## config.mk

```make
export PLATFORM = sky130hd
export DESIGN_NAME = byte_wide_bridge_bus_master_flat
export DESIGN_NICKNAME = d
export VERILOG_FILES = /design/src/rtl/core/bwbm_pkg.sv /design/src/rtl/core/bwbm_in_if.sv /design/src/rtl/core/bwbm_out_if.sv /design/src/rtl/core/bwbm_plan.sv /design/src/rtl/core/bwbm_seq.sv /design/src/rtl/core/byte_wide_bridge_bus_master.sv /design/src/flat_wrapper.sv
export VERILOG_INCLUDE_DIRS = /design/src /design/src/rtl/core
export SDC_FILE = /design/constraint.sdc
export NUM_CORES = 1
export LEC_CHECK = 0
export BUFFER_PORTS_ARGS = -buffer_cell sky130_fd_sc_hd__buf_4
export CORE_ASPECT_RATIO = 1.2
export CORE_UTILIZATION = 30
export CTS_CLUSTER_SIZE = 12
export DETAILED_ROUTE_END_ITERATION = 12
export PLACE_DENSITY = 0.5
export SLEW_MARGIN = 20
export SYNTH_ARGS = -nofsm -noshare
export SYNTH_HDL_FRONTEND = slang
export SYNTH_SLANG_ARGS = --single-unit
```

## constraint.sdc

```tcl
create_clock -name clk -period 5.7 [get_ports clk]
set_clock_uncertainty 0.2 [all_clocks]
set_input_delay 1.14 -clock clk [delete_from_list [all_inputs] [get_ports clk]]
set_output_delay 1.14 -clock clk [all_outputs]
set_load 0.1 [all_outputs]
```

## src/rtl/core/byte_wide_bridge_bus_master_defines.svh

```systemverilog
// Assertion macros for the bridge bus master. Both expect clk and rst_n in scope.
`ifndef BYTE_WIDE_BRIDGE_BUS_MASTER_DEFINES_SVH
`define BYTE_WIDE_BRIDGE_BUS_MASTER_DEFINES_SVH

`ifndef SYNTHESIS
`define BWBM_ASSERT_NOW(lbl, prop) \
  lbl: assert property (@(posedge clk) disable iff (!rst_n) (prop)) \
    else $error("bwbm assertion failed");
`define BWBM_ASSERT_NEXT(lbl, ante, cons) \
  lbl: assert property (@(posedge clk) disable iff (!rst_n) (ante) |=> (cons)) \
    else $error("bwbm assertion failed");
`else
`define BWBM_ASSERT_NOW(lbl, prop)
`define BWBM_ASSERT_NEXT(lbl, ante, cons)
`endif

`endif

```

## src/rtl/core/bwbm_pkg.sv

```systemverilog
`default_nettype none

package bwbm_pkg;

  localparam logic [1:0] REQ_WRITE  = 2'd0;
  localparam logic [1:0] REQ_READ   = 2'd1;
  localparam logic [1:0] REQ_SAMPLE = 2'd2;
  localparam logic [1:0] REQ_END    = 2'd3;

  localparam logic [2:0] KIND_ADDR  = 3'd0;
  localparam logic [2:0] KIND_WBYTE = 3'd1;
  localparam logic [2:0] KIND_RCLK  = 3'd2;
  localparam logic [2:0] KIND_FIN   = 3'd3;
  localparam logic [2:0] KIND_WORD  = 3'd4;

  // Beat slots of one request: finish, five address bytes, up to four body beats
  localparam int NUM_POS = 10;
  localparam logic [3:0] POS_FIN      = 4'd0;
  localparam logic [3:0] POS_ADDR0    = 4'd1;
  localparam logic [3:0] POS_ADDR1    = 4'd2;
  localparam logic [3:0] POS_ADDR2    = 4'd3;
  localparam logic [3:0] POS_ADDR3    = 4'd4;
  localparam logic [3:0] POS_ADDR_TOP = 4'd5;
  localparam logic [3:0] POS_BODY0    = 4'd6;

  localparam logic [1:0] BODY_IDX_FIRST = 2'd0;
  localparam logic [1:0] BODY_IDX_LAST  = 2'd3;

  typedef enum logic [1:0] {
    BODY_NONE   = 2'd0,
    BODY_WBYTES = 2'd1,
    BODY_RCLKS  = 2'd2,
    BODY_WORD   = 2'd3
  } body_t;

  typedef struct packed {
    logic [NUM_POS-1:0] mask;
    body_t              body;
    logic [31:0]        data;
  } plan_t;

  typedef struct packed {
    logic [2:0]  beat_kind;
    logic [7:0]  bus_byte;
    logic        start_strobe;
    logic        wait_before;
    logic        wait_after;
    logic [31:0] read_word;
    logic        last_beat;
  } beat_t;

endpackage

`default_nettype wire

```

## src/rtl/core/bwbm_in_if.sv

```systemverilog
`default_nettype none

interface bwbm_in_if #(parameter int ADDR_BITS = 36);
  logic                 valid;
  logic                 ready;
  logic [1:0]           req_type;
  logic [ADDR_BITS-1:0] word_address;
  logic [31:0]          write_word;
  logic                 burst_first;
  logic [7:0]           sampled_byte;

  modport source (output valid, req_type, word_address, write_word, burst_first,
                  sampled_byte, input ready);
  modport sink (input valid, req_type, word_address, write_word, burst_first,
                sampled_byte, output ready);
endinterface

`default_nettype wire

```

## src/rtl/core/bwbm_out_if.sv

```systemverilog
`default_nettype none

interface bwbm_out_if;
  logic        valid;
  logic        ready;
  logic [2:0]  beat_kind;
  logic [7:0]  bus_byte;
  logic        start_strobe;
  logic        wait_before;
  logic        wait_after;
  logic [31:0] read_word;
  logic        last_beat;

  modport source (output valid, beat_kind, bus_byte, start_strobe, wait_before,
                  wait_after, read_word, last_beat, input ready);
  modport sink (input valid, beat_kind, bus_byte, start_strobe, wait_before,
                wait_after, read_word, last_beat, output ready);
endinterface

`default_nettype wire

```

## src/rtl/core/bwbm_plan.sv

```systemverilog
`default_nettype none

// Decodes a request into its beat plan and keeps the read state.
module bwbm_plan #(
  parameter int ADDR_BITS    = 36,
  parameter int AUTOINC_BITS = 8
) (
  input  wire logic                 clk,
  input  wire logic                 rst_n,
  input  wire logic                 accept,
  input  wire logic [1:0]           req_type,
  input  wire logic [ADDR_BITS-1:0] word_address,
  input  wire logic [31:0]          write_word,
  input  wire logic                 burst_first,
  input  wire logic [7:0]           sampled_byte,
  output bwbm_pkg::plan_t           plan,
  output logic                      read_open
);

  logic        read_open_r, read_open_nxt;
  logic [1:0]  sample_count_r, sample_count_nxt;
  logic [23:0] partial_word_r, partial_word_nxt;
  logic        resend;
  logic        fin_en;
  logic        addr_en;

  assign resend = burst_first || (word_address[AUTOINC_BITS-1:0] == '0);

  always_comb begin
    read_open_nxt    = read_open_r;
    sample_count_nxt = sample_count_r;
    partial_word_nxt = partial_word_r;
    fin_en           = 1'b0;
    addr_en          = 1'b0;
    plan.body        = bwbm_pkg::BODY_NONE;
    plan.data        = write_word;
    unique case (req_type)
      bwbm_pkg::REQ_WRITE: begin
        fin_en           = read_open_r;
        addr_en          = resend;
        plan.body        = bwbm_pkg::BODY_WBYTES;
        read_open_nxt    = 1'b0;
        sample_count_nxt = '0;
        partial_word_nxt = '0;
      end
      bwbm_pkg::REQ_READ: begin
        // an open read is closed only when the address goes out again
        fin_en           = resend && read_open_r;
        addr_en          = resend;
        plan.body        = bwbm_pkg::BODY_RCLKS;
        read_open_nxt    = 1'b1;
        sample_count_nxt = '0;
        partial_word_nxt = '0;
      end
      bwbm_pkg::REQ_SAMPLE: begin
        if (read_open_r) begin
          if (sample_count_r == 2'd3) begin
            plan.body        = bwbm_pkg::BODY_WORD;
            plan.data        = {sampled_byte, partial_word_r};
            sample_count_nxt = '0;
            partial_word_nxt = '0;
          end else begin
            sample_count_nxt = sample_count_r + 2'd1;
            case (sample_count_r)
              2'd0:    partial_word_nxt[7:0]   = partial_word_r[7:0] | sampled_byte;
              2'd1:    partial_word_nxt[15:8]  = partial_word_r[15:8] | sampled_byte;
              default: partial_word_nxt[23:16] = partial_word_r[23:16] | sampled_byte;
            endcase
          end
        end
      end
      bwbm_pkg::REQ_END: begin
        fin_en           = 1'b1;
        read_open_nxt    = 1'b0;
        sample_count_nxt = '0;
        partial_word_nxt = '0;
      end
      default: ;
    endcase

    plan.mask    = '0;
    plan.mask[0] = fin_en;
    plan.mask[5:1] = {5{addr_en}};
    case (plan.body)
      bwbm_pkg::BODY_WBYTES, bwbm_pkg::BODY_RCLKS: plan.mask[9:6] = 4'b1111;
      bwbm_pkg::BODY_WORD:                          plan.mask[9:6] = 4'b0001;
      default:                                      plan.mask[9:6] = 4'b0000;
    endcase
  end

  always_ff @(posedge clk) begin
    if (!rst_n) begin
      read_open_r    <= 1'b0;
      sample_count_r <= '0;
      partial_word_r <= '0;
    end else if (accept) begin
      read_open_r    <= read_open_nxt;
      sample_count_r <= sample_count_nxt;
      partial_word_r <= partial_word_nxt;
    end
  end

  assign read_open = read_open_r;

endmodule

`default_nettype wire

```

## src/rtl/core/bwbm_seq.sv

```systemverilog
`default_nettype none

// Holds a request's plan; issues its beats into the output register, one per cycle when not stalled.
module bwbm_seq #(
  parameter int ADDR_BITS = 36
) (
  input  wire logic                 clk,
  input  wire logic                 rst_n,
  input  wire logic                 accept,
  input  wire bwbm_pkg::plan_t      plan,
  input  wire logic [ADDR_BITS-1:0] word_address,
  output logic                      in_ready,
  input  wire logic                 out_ready,
  output logic                      out_valid,
  output bwbm_pkg::beat_t           beat
);

  logic [bwbm_pkg::NUM_POS-1:0] mask_r;
  bwbm_pkg::body_t              body_r;
  logic [31:0]                  data_r;
  logic [ADDR_BITS-1:0]         addr_r;
  logic                         out_valid_r;
  bwbm_pkg::beat_t              beat_r, beat_nxt;
  logic                         busy;
  logic                         adv;
  logic                         last;
  logic [3:0]                   pos;
  logic [1:0]                   body_idx;

  assign busy     = |mask_r;
  assign adv      = busy && (!out_valid_r || out_ready);
  assign last     = (mask_r & (mask_r - 1'b1)) == '0;
  assign in_ready = !busy || (adv && last);

  // lowest pending slot
  always_comb begin
    pos = '0;
    for (int i = bwbm_pkg::NUM_POS - 1; i >= 0; i--) begin
      if (mask_r[i]) pos = 4'(i);
    end
  end

  assign body_idx = 2'(pos - bwbm_pkg::POS_BODY0);

  always_comb begin
    beat_nxt           = '0;
    beat_nxt.last_beat = last;
    if (pos == bwbm_pkg::POS_FIN) begin
      beat_nxt.beat_kind  = bwbm_pkg::KIND_FIN;
      beat_nxt.wait_after = 1'b1;
    end else if (pos <= bwbm_pkg::POS_ADDR_TOP) begin
      beat_nxt.beat_kind    = bwbm_pkg::KIND_ADDR;
      beat_nxt.start_strobe = (pos == bwbm_pkg::POS_ADDR0);
      beat_nxt.wait_before  = (pos == bwbm_pkg::POS_ADDR0);
      case (pos)
        bwbm_pkg::POS_ADDR0: beat_nxt.bus_byte = addr_r[7:0];
        bwbm_pkg::POS_ADDR1: beat_nxt.bus_byte = addr_r[15:8];
        bwbm_pkg::POS_ADDR2: beat_nxt.bus_byte = addr_r[23:16];
        bwbm_pkg::POS_ADDR3: beat_nxt.bus_byte = addr_r[31:24];
        default:             beat_nxt.bus_byte = 8'(addr_r >> 32);
      endcase
    end else begin
      case (body_r)
        bwbm_pkg::BODY_WBYTES: begin
          beat_nxt.beat_kind  = bwbm_pkg::KIND_WBYTE;
          beat_nxt.bus_byte   = 8'(data_r >> {body_idx, 3'b000});
          beat_nxt.wait_after = (body_idx == bwbm_pkg::BODY_IDX_LAST);
        end
        bwbm_pkg::BODY_RCLKS: begin
          beat_nxt.beat_kind  = bwbm_pkg::KIND_RCLK;
          beat_nxt.wait_after = (body_idx == bwbm_pkg::BODY_IDX_FIRST);
        end
        bwbm_pkg::BODY_WORD: begin
          beat_nxt.beat_kind = bwbm_pkg::KIND_WORD;
          beat_nxt.read_word = data_r;
        end
        default: ;
      endcase
    end
  end

  always_ff @(posedge clk) begin
    if (!rst_n) begin
      mask_r      <= '0;
      out_valid_r <= 1'b0;
    end else begin
      if (accept) begin
        mask_r <= plan.mask;
      end else if (adv) begin
        mask_r <= mask_r & (mask_r - 1'b1);
      end
      if (adv) begin
        out_valid_r <= 1'b1;
      end else if (out_ready) begin
        out_valid_r <= 1'b0;
      end
    end
  end

  always_ff @(posedge clk) begin
    if (accept) begin
      body_r <= plan.body;
      data_r <= plan.data;
      addr_r <= word_address;
    end
    if (adv) begin
      beat_r <= beat_nxt;
    end
  end

  assign out_valid = out_valid_r;
  assign beat      = beat_r;

endmodule

`default_nettype wire

```

## src/rtl/core/byte_wide_bridge_bus_master.sv

```systemverilog
// A request's plan is registered in the sequencer; its beats then pass through the output register.
// Throughput: one beat per cycle unless the output stalls; a request has 0 to 10 beats,
// issued by the single beat sequencer; the next request is taken in the cycle its last beat issues.
// Requests with no beats (stray or partial read bytes) leave the sequencer idle and ready.
// Reset (synchronous, rst_n low) closes the read, clears the partial word and empties the output.
`default_nettype none

`include "byte_wide_bridge_bus_master_defines.svh"

module byte_wide_bridge_bus_master #(
  parameter int ADDR_BITS    = 36,
  parameter int AUTOINC_BITS = 8
) (
  input wire logic   clk,
  input wire logic   rst_n,
  bwbm_in_if.sink    in_ch,
  bwbm_out_if.source out_ch
);

  logic            accept;
  logic            in_ready;
  logic            out_valid;
  logic            read_open;
  logic            out_fire;
  logic            addr_plain;
  logic            read_accept;
  bwbm_pkg::plan_t plan;
  bwbm_pkg::beat_t beat;

  assign accept      = in_ch.valid && in_ready;
  assign in_ch.ready = in_ready;

  bwbm_plan #(
    .ADDR_BITS    (ADDR_BITS),
    .AUTOINC_BITS (AUTOINC_BITS)
  ) u_plan (
    .clk          (clk),
    .rst_n        (rst_n),
    .accept       (accept),
    .req_type     (in_ch.req_type),
    .word_address (in_ch.word_address),
    .write_word   (in_ch.write_word),
    .burst_first  (in_ch.burst_first),
    .sampled_byte (in_ch.sampled_byte),
    .plan         (plan),
    .read_open    (read_open)
  );

  bwbm_seq #(
    .ADDR_BITS (ADDR_BITS)
  ) u_seq (
    .clk          (clk),
    .rst_n        (rst_n),
    .accept       (accept),
    .plan         (plan),
    .word_address (in_ch.word_address),
    .in_ready     (in_ready),
    .out_ready    (out_ch.ready),
    .out_valid    (out_valid),
    .beat         (beat)
  );

  assign out_ch.valid        = out_valid;
  assign out_ch.beat_kind    = beat.beat_kind;
  assign out_ch.bus_byte     = beat.bus_byte;
  assign out_ch.start_strobe = beat.start_strobe;
  assign out_ch.wait_before  = beat.wait_before;
  assign out_ch.wait_after   = beat.wait_after;
  assign out_ch.read_word    = beat.read_word;
  assign out_ch.last_beat    = beat.last_beat;

  assign out_fire    = out_valid && out_ch.ready;
  assign addr_plain  = out_valid && (beat.beat_kind == bwbm_pkg::KIND_ADDR) && !beat.start_strobe;
  assign read_accept = accept && (in_ch.req_type == bwbm_pkg::REQ_READ);

  // the strobed address byte is always followed at once by a plain address byte
  `BWBM_ASSERT_NEXT(a_addr_follows, out_fire && beat.start_strobe, addr_plain)
  `BWBM_ASSERT_NOW(a_wait_before_strobe, !out_valid || (beat.wait_before == beat.start_strobe))
  // a read opens only through an accepted read request
  `BWBM_ASSERT_NOW(a_read_open_src, !$rose(read_open) || $past(read_accept))

endmodule

`default_nettype wire
```

## src/flat_wrapper.sv

```systemverilog
// flat-port wrapper written by rule: the top's interface ports become plain ports
module byte_wide_bridge_bus_master_flat 
#(
  parameter int ADDR_BITS    = 36,
  parameter int AUTOINC_BITS = 8
)
  (clk, rst_n, in_ch_valid, in_ch_req_type, in_ch_word_address, in_ch_write_word, in_ch_burst_first, in_ch_sampled_byte, in_ch_ready, out_ch_valid, out_ch_beat_kind, out_ch_bus_byte, out_ch_start_strobe, out_ch_wait_before, out_ch_wait_after, out_ch_read_word, out_ch_last_beat, out_ch_ready);
  bwbm_in_if #(.ADDR_BITS(ADDR_BITS)) in_ch_i ();
  bwbm_out_if out_ch_i ();
  input wire logic clk;
  input wire logic rst_n;
  input wire logic [$bits(in_ch_i.valid)-1:0] in_ch_valid;
  input wire logic [$bits(in_ch_i.req_type)-1:0] in_ch_req_type;
  input wire logic [$bits(in_ch_i.word_address)-1:0] in_ch_word_address;
  input wire logic [$bits(in_ch_i.write_word)-1:0] in_ch_write_word;
  input wire logic [$bits(in_ch_i.burst_first)-1:0] in_ch_burst_first;
  input wire logic [$bits(in_ch_i.sampled_byte)-1:0] in_ch_sampled_byte;
  output wire logic [$bits(in_ch_i.ready)-1:0] in_ch_ready;
  output wire logic [$bits(out_ch_i.valid)-1:0] out_ch_valid;
  output wire logic [$bits(out_ch_i.beat_kind)-1:0] out_ch_beat_kind;
  output wire logic [$bits(out_ch_i.bus_byte)-1:0] out_ch_bus_byte;
  output wire logic [$bits(out_ch_i.start_strobe)-1:0] out_ch_start_strobe;
  output wire logic [$bits(out_ch_i.wait_before)-1:0] out_ch_wait_before;
  output wire logic [$bits(out_ch_i.wait_after)-1:0] out_ch_wait_after;
  output wire logic [$bits(out_ch_i.read_word)-1:0] out_ch_read_word;
  output wire logic [$bits(out_ch_i.last_beat)-1:0] out_ch_last_beat;
  input wire logic [$bits(out_ch_i.ready)-1:0] out_ch_ready;
  assign in_ch_i.valid = in_ch_valid;
  assign in_ch_i.req_type = in_ch_req_type;
  assign in_ch_i.word_address = in_ch_word_address;
  assign in_ch_i.write_word = in_ch_write_word;
  assign in_ch_i.burst_first = in_ch_burst_first;
  assign in_ch_i.sampled_byte = in_ch_sampled_byte;
  assign in_ch_ready = in_ch_i.ready;
  assign out_ch_valid = out_ch_i.valid;
  assign out_ch_beat_kind = out_ch_i.beat_kind;
  assign out_ch_bus_byte = out_ch_i.bus_byte;
  assign out_ch_start_strobe = out_ch_i.start_strobe;
  assign out_ch_wait_before = out_ch_i.wait_before;
  assign out_ch_wait_after = out_ch_i.wait_after;
  assign out_ch_read_word = out_ch_i.read_word;
  assign out_ch_last_beat = out_ch_i.last_beat;
  assign out_ch_i.ready = out_ch_ready;
  byte_wide_bridge_bus_master #(.ADDR_BITS(ADDR_BITS), .AUTOINC_BITS(AUTOINC_BITS)) u_core (.clk(clk), .rst_n(rst_n), .in_ch(in_ch_i), .out_ch(out_ch_i));
endmodule
```

==> results.rst <==
.. list-table::
   :header-rows: 1

   * - Metric
     - Value
   * - Crit Path Max Fanout
     - 10
   * - Flip-flop cell with the highest count after synthesis
     - edfxtp_1
   * - Fraction of the yosys area taken by sequential cells
     - 64.0%
   * - Number of violations reported at the end of detailed-routing iteration 0
     - 376
   * - Hold-fix buffer count after cts
     - 0
   * - Number of buffers inserted to repair setup after CTS
     - 0
   * - Die W
     - 138 um
   * - Port-buffer cells
     - 131
   * - Placed Instances
     - 908
   * - Area delta synth->final
     - 27.2%
   * - Total overflow reported by the global router
     - 0
   * - Initial standard-cell utilization of the core
     - 30.5%
   * - Final count of pins violating max slew
     - 0
   * - Clock Tree Root
     - clkbuf_16
   * - Critical path launch point type
     - flip-flop
   * - Register bit count reported by yosys
     - 154
   * - Switching share of total power
     - 48.6%
   * - Net switching power
     - 2.63 mW
   * - Total global-route track usage
     - 15.8%
   * - Crit path capture type
     - output pin
   * - Ratio of cells with drive above 1 in the final layout
     - 30.6%
   * - TritonCTS Sinks
     - 154
   * - Rows
     - 59
   * - Standard cell with the maximum stage delay on the critical path
     - or4_1
   * - Number of global-route vias before repair
     - 4634
   * - Leakage power
     - 3.36 nW
   * - Library cell with the largest summed area after synthesis
     - edfxtp_1
   * - Wire length of the first global-routing pass
     - 26100 um
   * - Final period demand of the worst path
     - 4.34 ns
   * - Last weighted congestion value of the routability-driven placer
     - 0.834
   * - Count of flip-flops with a built-in enable after synthesis
     - 116
   * - Area after DPL
     - 7890 um2
   * - Buffer levels on the longest clock path
     - 2
   * - Critical path class
     - flip-flop to output pin
   * - Die ar.
     - 22700 um2
   * - Number of optimization iterations in the first detailed-route pass
     - 6
   * - Class of the tightest hold or removal check
     - flip-flop to flip-flop
   * - Slack of the worst reg-to-reg path
     - 2.05 ns
   * - Largest net degree at the start of global routing
     - 47
   * - Clock network fraction of design power
     - 19.1%
   * - Clock tree from TritonCTS
     - yes
   * - Final routed wire length divided by cell count
     - 18.6 um
   * - Least-Margin Pin Slew
     - 1.11 ns
   * - Post-route core utilization
     - 38.8%
   * - Share of power burned in registers
     - 33.1%
   * - Die outline height
     - 165 um
   * - Run status
     - finished clean
   * - I/O pin total
     - 132
   * - Number of cell instances on the worst register-to-register path
     - 7
   * - CP arrival
     - 3.00 ns
   * - Post-detailed-route DRC marker count
     - 0
   * - End of the worst register-to-register path
     - u_core.u_seq.addr_r[30]
   * - Internal
     - 2.78 mW
   * - Number of gates resized after cts
     - 0
   * - Worst hold slack
     - 0.255 ns
   * - Mapped Area
     - 6630 um2
   * - Number of setup violations in the final report
     - 0
   * - Capture endpoint of the worst hold path
     - u_core.u_plan.partial_word_r[16]
   * - Worst reg2reg path startpoint
     - u_core.u_seq.mask_r[0]
   * - Smallest setup slack after layout
     - 1.36 ns
   * - Core region area
     - 21700 um2
   * - Proportion of power drawn by combinational gates
     - 47.7%
   * - Insertion delay to the later sink of the worst-skew pair
     - 0.42 ns
   * - Vias per inst
     - 4.98
   * - Number of distinct library cell variants in the gate-level netlist after synthesis
     - 49
   * - Final total power
     - 5.41 mW
   * - Share of async-settable or async-resettable flops after synthesis
     - 0%
   * - Cell depth of the worst hold path
     - 2
   * - Warning count from the yosys run
     - 0
   * - Antenna violation net count after detailed routing
     - 0
   * - Unrepaired setup endpoints after global routing
     - no
   * - Final cycle utilization of the critical path
     - 76.2%
   * - Worst VDD drop
     - 0.482 mV
   * - Nets in the synthesized netlist
     - 622
   * - Share of the synthesized area in the top cell type
     - 52.6%
   * - Delay contributed by the slowest stage of the critical path
     - 0.73 ns
   * - Peak Freq
     - 230 MHz
   * - Vias after detailed routing
     - 4682
   * - Number of instances in the synthesized netlist
     - 527
   * - Critical path data required time
     - 4.36 ns
   * - Max-cap check violation count
     - 0
   * - Mean Syn Cell Area
     - 12.6 um2
   * - Net total in the final layout
     - 748
   * - Final cell count without fillers
     - 940
   * - Cell breakdown of the critical path
     - or4_1, a2111oi_2, o21ai_0, nor2_1, maj3_1, buf_4
   * - Worst slack after detailed placement
     - 1.82 ns
   * - Cts bufs inserted
     - 17
   * - Non-Filler Cell Area, Final
     - 8430 um2
   * - Start point of the worst hold path
     - u_core.u_plan.partial_word_r[16]
   * - Worst max-slew margin expressed relative to the limit
     - 26.2%
   * - Initial antenna violation count
     - 0
   * - Timing startpoint of the critical path
     - u_core.u_seq.mask_r[0]
   * - HPWL after DPL
     - 12900 um
   * - Final wirelength
     - 17500 um
   * - Final hold violations
     - 0
   * - Clock input transition at the sequential cells of the worst setup and hold paths
     - 0.06 ns
   * - Depth of the CTS H-tree
     - 4
   * - Main area contributors after synthesis
     - edfxtp_1 (53%), dfxtp_1 (11%), mux2_2 (4.1%)
   * - # diodes
     - 0
   * - Total power divided by cell area
     - 642 nW/um2
   * - TNS Setup
     - 0 ns
==> critical path, delay by kind of cell, from the launching register on <==
kind / cells / cell delay (ns)
buffers and inverters: 1 / 0.36
and+or+nand+nor: 2 / 0.93
adders and majority gates: 1 / 0.41
DFF: 1 / 0.39
AOI/OAI and AO/OA: 2 / 0.48
==> cells in the mapped netlist (8+ instances only) <==
cell type / instances
a31oi_1: 17
inv_1: 23
nand2_1: 27
a21boi_0: 8
nand4_1: 8
o21ai_0: 31
nor2_1: 35
o2bb2ai_1: 8
dfxtp_1: 38
mux2_2: 24
a222oi_1: 8
a22oi_1: 14
edfxtp_1: 116
ha_1: 12
and3_1: 33
a22o_1: 8
a21oi_1: 16
clkbuf_1: 22
==> layout make-up <==
cell class / instances / area (um2)
multi-input combinational: 318 / 2170
tap: 274 / 343
clock buffer: 17 / 425
sequential: 154 / 4240
fill: 2142 / 13300
inverter: 23 / 86.3
clock inverter: 15 / 116
timing repair buffer: 139 / 1040
==> cells by family after synthesis <==
family / share of synthesized area (%)
mux: 4.83
flops: 64.0
buf+inv: 3.57
compound gates: 14.6
simple gates: 10.2
fa+ha+maj: 2.72
==> registers in the layout (all words and copies together), names as in the netlist <==
register and cells:
u_core.u_plan.partial_word_r 24, u_core.u_plan.read_open 1, u_core.u_plan.sample_count_r 2, u_core.u_seq.addr_r 36
u_core.u_seq.beat 46, u_core.u_seq.body_r 2, u_core.u_seq.data_r 32, u_core.u_seq.mask_r 10
u_core.u_seq.out_valid 1
==> power by group through the flow <==
| stage | logic, mW | clock network (mW) | registers [mW] |
|---|---|---|---|
| after floorplan | 0.826 | 0 | 2.97 |
| after global placement | 2.57 | 0 | 1.82 |
| after detailed placement | 2.60 | 0 | 1.82 |
| after CTS | 2.61 | 1.06 | 1.80 |
| after global routing | 2.72 | 1.10 | 1.83 |
| final | 2.58 | 1.03 | 1.79 |
==> metal layers <==
metal,global-route usage (%),share of wire (%),up-vias
met2,25.9,50,127
met4,6.04,1.6,0
met1,20.2,43,2255
met3,3.44,5.1,20
li1,-,-,2280
met5,0,0,-
==> how the worst max path moves through the flow <==
stage,to
6_report,in_ch_ready
5_1_grt,in_ch_ready
4_1_cts,in_ch_ready
3_5_place_dp,in_ch_ready
3_3_place_gp,in_ch_ready
2_1_floorplan,u_core.u_seq.addr_r[0]
==> cells in the final DEF (no fill, tap or decap), types with 4 or more instances in the layout <==
master / instances
buf_4: 139
a31oi_1: 17
a22o_1: 8
a21o_1: 5
clkbuf_16: 17
nor2b_1: 5
a21oi_1: 15
or3_1: 4
a21boi_0: 8
a222oi_1: 8
nand4_1: 8
inv_6: 5
nor3_1: 4
edfxtp_1: 116
nand3_1: 5
mux2i_1: 5
nand2_1: 27
mux2_2: 24
o21ai_0: 31
dfxtp_1: 38
ha_1: 12
o22ai_1: 5
and3_1: 33
o2bb2ai_1: 8
inv_1: 23
nor2_1: 35
a22oi_1: 14
No activity file was read; power rests on OpenSTA's default activity.
